### src/rtl/nub_evt_pkg.sv
// types, codes and constants shared by the nub pointer report block
`default_nettype none
package nub_evt_pkg;

  localparam int unsigned CfgIdxW  = 4;
  localparam int unsigned CfgDataW = 16;

  // register indexes on the configuration channel
  typedef enum logic [CfgIdxW-1:0] {
    REG_MODE          = 4'd0,
    REG_MOUSE_GAIN    = 4'd1,
    REG_SCROLL_GAIN_X = 4'd2,
    REG_SCROLL_GAIN_Y = 4'd3,
    REG_SCROLL_PERIOD = 4'd4,
    REG_BUTTON_THR_X  = 4'd5,
    REG_BUTTON_THR_Y  = 4'd6,
    REG_BUTTON_DELAY  = 4'd7
  } cfg_reg_t;

  // operating modes, also used as report kinds
  localparam logic [1:0] MODE_ABS    = 2'd0;
  localparam logic [1:0] MODE_MOUSE  = 2'd1;
  localparam logic [1:0] MODE_SCROLL = 2'd2;
  localparam logic [1:0] MODE_BUTTON = 2'd3;

  typedef enum logic [2:0] {
    DIR_CENTER = 3'd0,
    DIR_UP     = 3'd1,
    DIR_RIGHT  = 3'd2,
    DIR_DOWN   = 3'd3,
    DIR_LEFT   = 3'd4
  } dir_t;

  localparam logic [5:0] SCROLL_COUNT_MAX = 6'd63;
  localparam logic [7:0] STABLE_COUNT_MAX = 8'd255;
  localparam logic [2:0] CLICK_STAGE_MAX  = 3'd7;

  localparam logic [1:0]         RST_MODE          = MODE_ABS;
  localparam logic signed [15:0] RST_MOUSE_GAIN    = 16'sd435;
  localparam logic signed [15:0] RST_SCROLL_GAIN   = 16'sd20;
  localparam logic [5:0]         RST_SCROLL_PERIOD = 6'd13;
  localparam logic [5:0]         RST_BUTTON_THR_X  = 6'd20;
  localparam logic [5:0]         RST_BUTTON_THR_Y  = 6'd26;
  localparam logic [7:0]         RST_BUTTON_DELAY  = 8'd1;

  typedef struct packed {
    logic              sample_valid;
    logic signed [7:0] raw_rel_x;
    logic signed [7:0] raw_rel_y;
    logic signed [7:0] raw_abs_x;
    logic signed [7:0] raw_abs_y;
  } in_req_t;

  typedef struct packed {
    logic [1:0]         report_kind;
    logic signed [15:0] value_x;
    logic signed [15:0] value_y;
    logic               button_left;
    logic               button_middle;
    logic               button_right;
  } out_rep_t;

  typedef struct packed {
    logic [CfgIdxW-1:0]  index;
    logic [CfgDataW-1:0] value;
  } cfg_req_t;

  typedef struct packed {
    logic [1:0]         mode;
    logic signed [15:0] mouse_gain;
    logic signed [15:0] scroll_gain_x;
    logic signed [15:0] scroll_gain_y;
    logic [5:0]         scroll_period;
    logic [5:0]         button_threshold_x;
    logic [5:0]         button_threshold_y;
    logic [7:0]         button_delay;
  } cfg_regs_t;

  typedef struct packed {
    logic [5:0] scroll_count;
    dir_t       previous_direction;
    dir_t       active_direction;
    logic [7:0] stable_count;
    logic [2:0] click_stage;
  } nub_state_t;

endpackage
`default_nettype wire

### src/rtl/nub_evt_core.sv
// per-sample report logic: classifies, scales and works out the next state
`default_nettype none
module nub_evt_core (
  input  nub_evt_pkg::cfg_regs_t  cfg,
  input  nub_evt_pkg::nub_state_t st,
  input  nub_evt_pkg::in_req_t    req,
  output nub_evt_pkg::nub_state_t st_nxt,
  output nub_evt_pkg::out_rep_t   rep,
  output logic                    emit
);
  import nub_evt_pkg::*;

  logic signed [8:0]  rx, ry, ax, ay, neg_ry, neg_ay;
  logic signed [8:0]  thr_x, thr_y;
  logic signed [8:0]  mul_op_x, mul_op_y;
  logic signed [15:0] mul_gain_x, mul_gain_y;
  logic signed [24:0] prod_x, prod_y, adj_x, adj_y;
  logic signed [15:0] quot_x, quot_y;
  logic [5:0]         scroll_inc;
  dir_t               pos_raw, pos;
  logic [7:0]         stable_nxt;
  logic [2:0]         click_nxt;

  // a failed read counts as all zero
  assign rx = req.sample_valid ? 9'(req.raw_rel_x) : '0;
  assign ry = req.sample_valid ? 9'(req.raw_rel_y) : '0;
  assign ax = req.sample_valid ? 9'(req.raw_abs_x) : '0;
  assign ay = req.sample_valid ? 9'(req.raw_abs_y) : '0;
  assign neg_ry = -ry;
  assign neg_ay = -ay;

  // two multipliers shared between mouse and scroll modes
  assign mul_op_x   = (cfg.mode == MODE_MOUSE) ? rx : ax;
  assign mul_op_y   = (cfg.mode == MODE_MOUSE) ? neg_ry : ay;
  assign mul_gain_x = (cfg.mode == MODE_MOUSE) ? cfg.mouse_gain : cfg.scroll_gain_x;
  assign mul_gain_y = (cfg.mode == MODE_MOUSE) ? cfg.mouse_gain : cfg.scroll_gain_y;
  assign prod_x = 25'(mul_op_x) * 25'(mul_gain_x);
  assign prod_y = 25'(mul_op_y) * 25'(mul_gain_y);

  // divide by 256 rounding toward zero: bias negatives by 255 first
  assign adj_x  = prod_x + {17'd0, {8{prod_x[24]}}};
  assign adj_y  = prod_y + {17'd0, {8{prod_y[24]}}};
  assign quot_x = adj_x[23:8];
  assign quot_y = adj_y[23:8];

  assign scroll_inc = (st.scroll_count < SCROLL_COUNT_MAX) ?
                      st.scroll_count + 6'd1 : st.scroll_count;

  assign thr_x = $signed({3'b000, cfg.button_threshold_x});
  assign thr_y = $signed({3'b000, cfg.button_threshold_y});

  always_comb begin
    if (ax >= thr_x) begin
      pos_raw = DIR_RIGHT;
    end else if (ax <= -thr_x) begin
      pos_raw = DIR_LEFT;
    end else if (ay >= thr_y) begin
      pos_raw = DIR_UP;
    end else if (ay <= -thr_y) begin
      pos_raw = DIR_DOWN;
    end else begin
      pos_raw = DIR_CENTER;
    end
  end

  always_comb begin
    if (pos_raw != st.previous_direction) begin
      stable_nxt = '0;
    end else if (st.stable_count < STABLE_COUNT_MAX) begin
      stable_nxt = st.stable_count + 8'd1;
    end else begin
      stable_nxt = st.stable_count;
    end
    pos = (stable_nxt < cfg.button_delay) ? st.active_direction : pos_raw;
    if (pos != DIR_UP) begin
      click_nxt = '0;
    end else if (st.click_stage < CLICK_STAGE_MAX) begin
      click_nxt = st.click_stage + 3'd1;
    end else begin
      click_nxt = st.click_stage;
    end
  end

  always_comb begin
    st_nxt = st;
    emit   = 1'b1;
    rep    = '0;
    rep.report_kind = cfg.mode;
    case (cfg.mode)
      MODE_ABS: begin
        rep.value_x = {{4{ax[8]}}, ax, 3'b000};
        rep.value_y = {{4{neg_ay[8]}}, neg_ay, 3'b000};
      end
      MODE_MOUSE: begin
        rep.value_x = quot_x;
        rep.value_y = quot_y;
      end
      MODE_SCROLL: begin
        if (scroll_inc < cfg.scroll_period) begin
          st_nxt.scroll_count = scroll_inc;
          emit = 1'b0;
        end else begin
          st_nxt.scroll_count = '0;
        end
        rep.value_x = quot_x;
        rep.value_y = quot_y;
      end
      MODE_BUTTON: begin
        if (!req.sample_valid) begin
          // release everything, debounce history is kept
          st_nxt.active_direction = DIR_CENTER;
        end else begin
          st_nxt.previous_direction = pos_raw;
          st_nxt.stable_count       = stable_nxt;
          st_nxt.click_stage        = click_nxt;
          st_nxt.active_direction   = pos;
          case (pos)
            DIR_UP: begin
              rep.button_left = (click_nxt == 3'd1) || (click_nxt == 3'd2) ||
                                (click_nxt == 3'd5) || (click_nxt == 3'd6);
            end
            DIR_RIGHT: rep.button_right  = 1'b1;
            DIR_DOWN:  rep.button_middle = 1'b1;
            DIR_LEFT:  rep.button_left   = 1'b1;
            default:   rep.button_left   = 1'b0;
          endcase
        end
      end
      default: emit = 1'b1;
    endcase
  end

endmodule
`default_nettype wire

### config.mk
export PLATFORM = sky130hd
export DESIGN_NAME = nub_evt_core
export DESIGN_NICKNAME = d
export VERILOG_FILES = /design/src/rtl/nub_evt_pkg.sv /design/src/rtl/nub_evt_core.sv
export SDC_FILE = /design/constraint.sdc
export NUM_CORES = 1
export LEC_CHECK = 0
export BUFFER_PORTS_ARGS = -buffer_cell sky130_fd_sc_hd__buf_2
export CAP_MARGIN = 30
export CORE_ASPECT_RATIO = 0.6
export CORE_MARGIN = 2
export CORE_UTILIZATION = 56
export DETAILED_ROUTE_END_ITERATION = 16
export GPL_TIMING_DRIVEN = 1
export PLACE_DENSITY = 0.89
export SLEW_MARGIN = 10
export SYNTH_ARGS = -nofsm -noshare
export SYNTH_HDL_FRONTEND = slang
export SYNTH_SLANG_ARGS = --single-unit
### constraint.sdc
create_clock -name vclk -period 13.1
set_input_delay 2.62 -clock vclk [all_inputs]
set_output_delay 2.62 -clock vclk [all_outputs]
set_load 0.005 [all_outputs]
---- After elaboration in Yosys (flattened, before gate mapping) ----
Index checks and enable logic that the tools add are counted.
storage, ports and cells
  register bits ........................... 0
  input port bits ......................... 132
  output and inout port bits .............. 61
  logic and storage cells ................. 70
operators by class
  $add $sub $neg .......................... 9
  multiply operators ...................... 2
  $lt $le $gt $ge ......................... 9
  equal/unequal tests ..................... 13
  multiplexer cells ....................... 32
  reductions and logical operators ........ 5
operators by type and width
  cell                                                                   count
  32-bit case mux with 2 select lines                                    1
  9-bit 2-to-1 mux                                                       6
  9-bit by 16-bit multiplier with 25-bit output                          2
  24-bit by 8-bit adder with 24-bit output                               2
  16-bit 2-to-1 mux                                                      2
  3-bit 2-to-1 mux                                                       9
  9-bit by 7-bit greater-or-equal comparator with 1-bit output           2
  9-bit <= comparator                                                    2
  6-bit 2-to-1 mux                                                       3
  6-bit negator with 9-bit output                                        2
  9-bit negator                                                          2
  17-bit 2-to-1 mux                                                      1
  8-bit 2-to-1 mux                                                       2
  11-bit 2-to-1 mux                                                      1
  3-bit by 2-bit equality test with 1-bit output, second input constant  3
  3-bit equality test, second input constant                             3
  8-bit by 1-bit adder with 8-bit output, second input constant          1
  8-bit < comparator                                                     1
  8-bit < comparator, second input constant                              1
  6-bit by 1-bit adder with 6-bit output, second input constant          1
  3-bit by 1-bit equality test with 1-bit output, second input constant  2
  6-bit < comparator                                                     1
  6-bit < comparator, second input constant                              1
  2-bit equality test, second input constant                             2
  other kinds (11)                                                       17

---- Depth between registers and ports, before layout ----
Gate-level depths: netlist (run 1).
  depth after elaboration ................. 19
  gate-level depth with buffers ........... 39
  mapped depth without buffers ............ 33

---- Worst setup path before layout (run 1) ----
Ideal clock, no wire load.
  kind .................................... input-to-output
  from .................................... input cfg[75] (netlist bit)
  to ...................................... output rep[23] (netlist bit)
  data arrival time ....................... 11.190 ns
  data required time ...................... 10.480 ns
  setup slack ............................. -0.710 ns
  stages on the path ...................... 35
  path buffers ............................ 5
  cell sequence ........................... inv_1 > ha_1 > clkbuf_1 > clkbuf_1 > buf_1 > clkbuf_1 > clkbuf_1 > nand2_1 > o21ai_0 > nand2_1 > fa_1 > inv_1 > fa_1 > fa_1 > inv_1 > fa_1 > inv_1 > fa_1 > ha_1 > o211ai_1 > o211ai_1 > nand3_1 > a211oi_1 > nor2_1 > xnor2_1 > ha_1 > a21o_1 > a21o_1 > a21oi_1 > o21bai_1 > a21o_1 > a21oi_1 > a21oi_1 > a21boi_0 > o31ai_1
RTL lines
  element          line               source
  start, declared  nub_evt_core.sv:4  input nub_evt_pkg::cfg_regs_t cfg,
  end, declared    nub_evt_core.sv:8  output nub_evt_pkg::out_rep_t rep,

==> flow_summary.json, run 1 <==
{
  "nClkBuffers": 0,
  "hold_path.class": "input pin to output pin",
  "fin_crit_ns": 13.01,
  "portBuffers": 193,
  "drive_gt1_share_pct": 21.8,
  "maxCapViolCount": 0,
  "avgSynthCellArea_um2": 7.85,
  "critPathLaunch": "cfg[75]",
  "post-route-period-util_pct": 99.3,
  "antenna_found_initial": 0,
  "fp.dieW_um": 211,
  "synth-seq-area-share_pct": 0,
  "max-vdd-ir-drop_v": 0.000156,
  "syn_nets": 2376,
  "seqCellArea_um2": 0,
  "first_global_vias": 14389,
  "grt_use_total_pct": 35.4,
  "vias": 15160,
  "power_density_nw_per_um2": 200,
  "final_common_cell": "inv_1",
  "maxSlewHeadroom_pct": 33.0,
  "yosys_warnings": 0,
  "wirelength_mm": 50.7,
  "start_kind": "input pin",
  "final_cell_mix": "inv_1, fa_1, nand2_1, buf_2, nor2_1",
  "dp_hpwl_mm": 41.8,
  "coreArea_um2": 25300,
  "setup_viol_count_final": 0,
  "slew_viol_final": 0,
  "die_h_um": 128,
  "fillers": 1981,
  "gp_congestion": 1.07,
  "layout.nets": 2684,
  "final_cells": 2478,
  "path_class": "input pin to output pin",
  "crit_path_top_delay_cell": "fa_1",
  "critPathMaxStageDelay_ns": 0.57,
  "drt_first_pass_iters": 6,
  "leakagePower_nw": 9.00,
  "viasPerCell": 6.12,
  "crit_path_end_kind": "output pin",
  "rsz0062_at_grt": "true",
  "clock.fmax_ghz": 0.0769,
  "grt_pass1_wl_mm": 75.8,
  "finalHoldViolCount": 0,
  "synth_cell_types": 80,
  "syn_area_um2": 14500,
  "ant_nets": 0,
  "synth_cells": 1841,
  "critPathMaxFanout": 10,
  "drc": 0,
  "dpl_worst_slack_ns": -0.0600,
  "grt_overflow": 0,
  "status": "completed",
  "worst-slew-pin-transition_ns": 0.980,
  "die_area_um2": 27100,
  "cp.required_ns": 10.48,
  "crit_end": "rep[32]",
  "drt-initial-drc-count": 1874,
  "numPlacedInstances": 2448,
  "syn2layout_area_growth_pct": 21.3,
  "design.seq.count": 0,
  "worstPathArrival_ns": 10.39,
  "whs_path_depth": 3,
  "pin_count": 193,
  "start_util_pct": 57.0,
  "grt_max_degree": 28,
  "rows": 45,
  "detail_route.wl_per_cell_um": 20.5,
  "hold_buffers": 0,
  "worst_slack_ns": 0.0903,
  "crit_top_cell": "fa_1",
  "final_core_util_pct": 69.2
}
==> through the flow <==
step | total power, mW | hold slack (ns) | setup TNS, ns | cell area [µm²]
3_5_place_dp | 3.19 | 5.56 | -0.140 | 16800
6_report | 3.50 | 5.57 | 0 | 17500
5_1_grt | 3.81 | 5.60 | -1.50 | 17500
3_3_place_gp | 3.08 | 5.55 | 0 | 16800
4_1_cts | 3.22 | 5.56 | 0 | 16800
2_1_floorplan | 2.05 | 5.31 | -0.0511 | 14500
==> layer usage <==
metal	part of all wire, %	GRT usage [%]	vias up
met5	0	0	-
met4	2.9	7.91	0
met3	15	10.6	136
met2	40	50.8	1116
met1	42	52.5	7187
li1	-	-	6721
==> layout make-up <==
class | instances | area [µm²] | share of cell area (%)
Antenna cell | 2 | 5.00 | 0.0286
Inverter | 307 | 1150 | 6.57
Multi-Input combinational cell | 1480 | 13500 | 76.9
Tap cell | 329 | 412 | 2.35
Timing Repair Buffer | 360 | 2470 | 14.1
==> worst max-delay path: cells and delay by family <==
family	cells	cell delay (ns)
AO/OA/AOI/OAI	6	1.50
XOR/XNOR	1	0.18
adder cells (fa/ha/maj)	8	3.35
buffers and inverters	10	1.17
multiplexers	1	0.24
AND/OR/NAND/NOR	9	1.32
==> how the worst min path moves through the flow <==
stage | startpoint | to | slack [ns]
finish | cfg[75] | rep[36] | 5.57
global route | cfg[75] | rep[36] | 5.60
CTS | cfg[75] | rep[36] | 5.56
detailed placement | cfg[75] | rep[36] | 5.56
global placement | cfg[75] | rep[36] | 5.55
floorplan | st[17] | st_nxt[17] | 5.31
==> synth_stat cells (all sizes together) (8+ instances only) <==
library cell | count | area share (%)
nor2b | 16 | 0.69
fa | 238 | 33
o21ai | 84 | 2.9
or2 | 10 | 0.43
a211oi | 15 | 0.78
or3 | 15 | 0.65
or4 | 8 | 0.42
mux2i | 21 | 1.5
and2 | 19 | 0.83
a31oi | 9 | 0.39
inv | 307 | 8.0
xnor2 | 41 | 2.5
a21o | 19 | 0.99
and3 | 18 | 0.78
nor3 | 35 | 1.2
a21oi | 44 | 1.6
ha | 165 | 14
nand4b | 8 | 0.48
clkbuf | 43 | 1.2
o211ai | 19 | 1.1
a22o | 12 | 0.73
o31ai | 18 | 0.94
nand3 | 46 | 1.6
nor2 | 199 | 5.2
o22ai | 8 | 0.35
o21a | 40 | 2.1
xor2 | 29 | 1.8
nand4 | 16 | 0.69
nand2b | 23 | 1.0
buf | 11 | 0.42
nand2 | 214 | 5.6
==> power by group <==
part           switching, mW  internal, mW    total (mW)  leakage, nW
clock network              0  0.0000000206  0.0000000206    0.0000127
registers                  0             0             0            0
logic                   2.00          1.50          3.50         9.00
total                   2.00          1.50          3.50         9.00
==> repair_timing <==
item | CTS | global route
pin swaps | 0 | 25
cloned | 0 | 4
gates resized for setup | 6 | 108
setup endpoints to repair | 8 | 32
setup buffers | 0 | 24
==> cell families (layout without fill, tap and decap cells) <==
| kind of cell | count (synthesis) | after routing | share of synthesized area, % |
|---|---|---|---|
| xor+xnor | 72 | 72 | 4.55 |
| compound gates | 330 | 330 | 15.9 |
| mux | 28 | 28 | 2.00 |
| simple gates | 647 | 647 | 20.7 |
| other cells | 0 | 2 | 0 |
| buf+inv | 361 | 667 | 9.58 |
| fa+ha+maj | 403 | 403 | 47.3 |
Power figures use the tool's default switching activity.
==> run 2, diff against run 1 <==
--- a/config.mk
+++ b/config.mk
@@ -5,14 +5,14 @@
 export SDC_FILE = /design/constraint.sdc
 export NUM_CORES = 1
 export LEC_CHECK = 0
-export BUFFER_PORTS_ARGS = -buffer_cell sky130_fd_sc_hd__buf_2
 export CAP_MARGIN = 30
 export CORE_ASPECT_RATIO = 0.6
 export CORE_MARGIN = 2
-export CORE_UTILIZATION = 56
+export CORE_UTILIZATION = 60
 export DETAILED_ROUTE_END_ITERATION = 16
+export DONT_BUFFER_PORTS = 1
 export GPL_TIMING_DRIVEN = 1
-export PLACE_DENSITY = 0.89
+export PLACE_DENSITY = 0.87
 export SLEW_MARGIN = 10
 export SYNTH_ARGS = -nofsm -noshare
 export SYNTH_HDL_FRONTEND = slang
==> run 2 against run 1 <==
  * Global-route usage is 1.1 points higher
  * Power shrank 4.4%
  * Non-clock buffer count is 221 lower
  * Setup slack gained 0.14 ns
  * Worst hold slack worse by 0.33 ns
  * Sequential share of layout area did not move
  * Critical path type unchanged
  * Clock-buffer cell count is the same
  * Final cell count decreased by 9.5%
  * Combinational power decreased by 5%
  * Sequential cell count stayed put
  * Die area decreased by 6.5%
==> flow_summary.json, run 2 (same netlist as run 1, synthesis figures left out) <==
{
  "status": "completed",
  "cp.required_ns": 10.48,
  "first_global_vias": 13580,
  "power_density_nw_per_um2": 209,
  "start_util_pct": 61.9,
  "crit_path_end_kind": "output pin",
  "clock.fmax_ghz": 0.0777,
  "grt_max_degree": 46,
  "drt_first_pass_iters": 6,
  "grt_pass1_wl_mm": 72.9,
  "ant_nets": 0,
  "grt_use_total_pct": 36.5,
  "leakagePower_nw": 8.00,
  "detail_route.wl_per_cell_um": 21.1,
  "post-route-period-util_pct": 98.2,
  "antenna_found_initial": 2,
  "die_h_um": 124,
  "hold_path.class": "input pin to output pin",
  "worstPathArrival_ns": 10.25,
  "portBuffers": 0,
  "path_class": "input pin to output pin",
  "crit_path_top_delay_cell": "fa_1",
  "placed_cell_area_um2": 15600,
  "nClkBuffers": 0,
  "pin_count": 193,
  "dpl_worst_slack_ns": -0.132,
  "critPathMaxStageDelay_ns": 0.54,
  "seqCellArea_um2": 0,
  "rows": 43,
  "start_kind": "input pin",
  "grt_overflow": 0,
  "worst_slack_ns": 0.231,
  "die_area_um2": 25400,
  "min-delay-start": "cfg[75]",
  "drc": 0,
  "drt-initial-drc-count": 1942,
  "numPlacedInstances": 2218,
  "final_core_util_pct": 68.6,
  "finalHoldViolCount": 0,
  "maxCapViolCount": 0,
  "power_mw": 3.34,
  "final_cells": 2242,
  "drive_gt1_share_pct": 11.3,
  "wirelength_mm": 47.4,
  "final_common_cell": "inv_1",
  "worst-slew-pin-transition_ns": 0.952,
  "final_cell_mix": "inv_1, fa_1, nand2_1, nor2_1, ha_1",
  "min_to": "rep[36]",
  "whs_path_depth": 0,
  "slew_viol_final": 0,
  "fin_crit_ns": 12.87,
  "design.seq.count": 0,
  "viasPerCell": 6.22,
  "setup_viol_count_final": 0,
  "coreArea_um2": 23300,
  "gp_congestion": 1.00,
  "layout.nets": 2463,
  "fp.dieW_um": 204,
  "vias": 13935,
  "maxSlewHeadroom_pct": 36.0,
  "syn2layout_area_growth_pct": 10.8,
  "max-vdd-ir-drop_v": 0.000198,
  "dp_hpwl_mm": 41.0,
  "critPathMaxFanout": 9,
  "final_cell_area_um2": 16000
}
## run 2: cell count changes in the layout (fill, tap and decap cells not counted), moves of 4 or more
cell     delta
buf_12      -8
buf_2     -194
buf_4       -9
buf_6       -5
ha_1        +5
ha_4        -4
mux2_2      +4
mux2_4      -4
nand2_1     +5
nand2_2     -4
nor2_1      +6
nor2_2      -5
o21ai_0     +5
## run 2: critical path, delay by kind of cell
family                     cells  cell delay (ns)
and+or+nand+nor                4             0.48
AOI/OAI and AO/OA             11             2.27
muxes                          1             0.19
xor gates and xnor gates       2             0.43
buffers and inverters          9             1.03
adders and majority gates      8             3.17
## run 2: how the worst max path moves through the flow
stage | from | end | slack [ns]
CTS | cfg[75] | rep[28] | 0.004
global route | cfg[75] | rep[14] | -0.11
finish | cfg[75] | rep[30] | 0.23
floorplan | req[32] | rep[18] | -0.03
detailed placement | cfg[75] | rep[23] | -0.13
global placement | cfg[75] | rep[23] | -0.04
## run 2: layout make-up
cell class,instances,area [µm²]
Inverter,307,1150
Antenna cell,1,2.50
Multi-Input combinational cell,1480,13400
Timing Repair Buffer,139,1110
Tap cell,315,394
Fill cell,1878,7340
## run 2: routing by layer
layer,global-route usage (%),vias up,routed length (µm)
met2,50.3,978,18700
met1,54.7,6625,19800
met4,4.09,0,604
met3,14.9,58,8250
met5,0,-,0
li1,-,6274,-
## run 2: power by group
part           switching, mW    total (mW)  internal (mW)
clock                      0  0.0000000102   0.0000000102
sequential                 0             0              0
combinational           1.99          3.34           1.35
## run 2: through the flow
step	hold WS, ns	TNS, ns
2_1_floorplan	5.31	-0.0511
3_3_place_gp	5.24	-0.0427
3_5_place_dp	5.24	-1.05
4_1_cts	5.24	0
5_1_grt	5.24	-0.555
6_report	5.24	0
## run 2: repair_timing
item / CTS / global route
pin swaps: 0 / 24
resized for setup: 4 / 62
endpoints found under the setup margin: 19 / 32
setup buffers: 0 / 23
hold buffers: 0 / 0
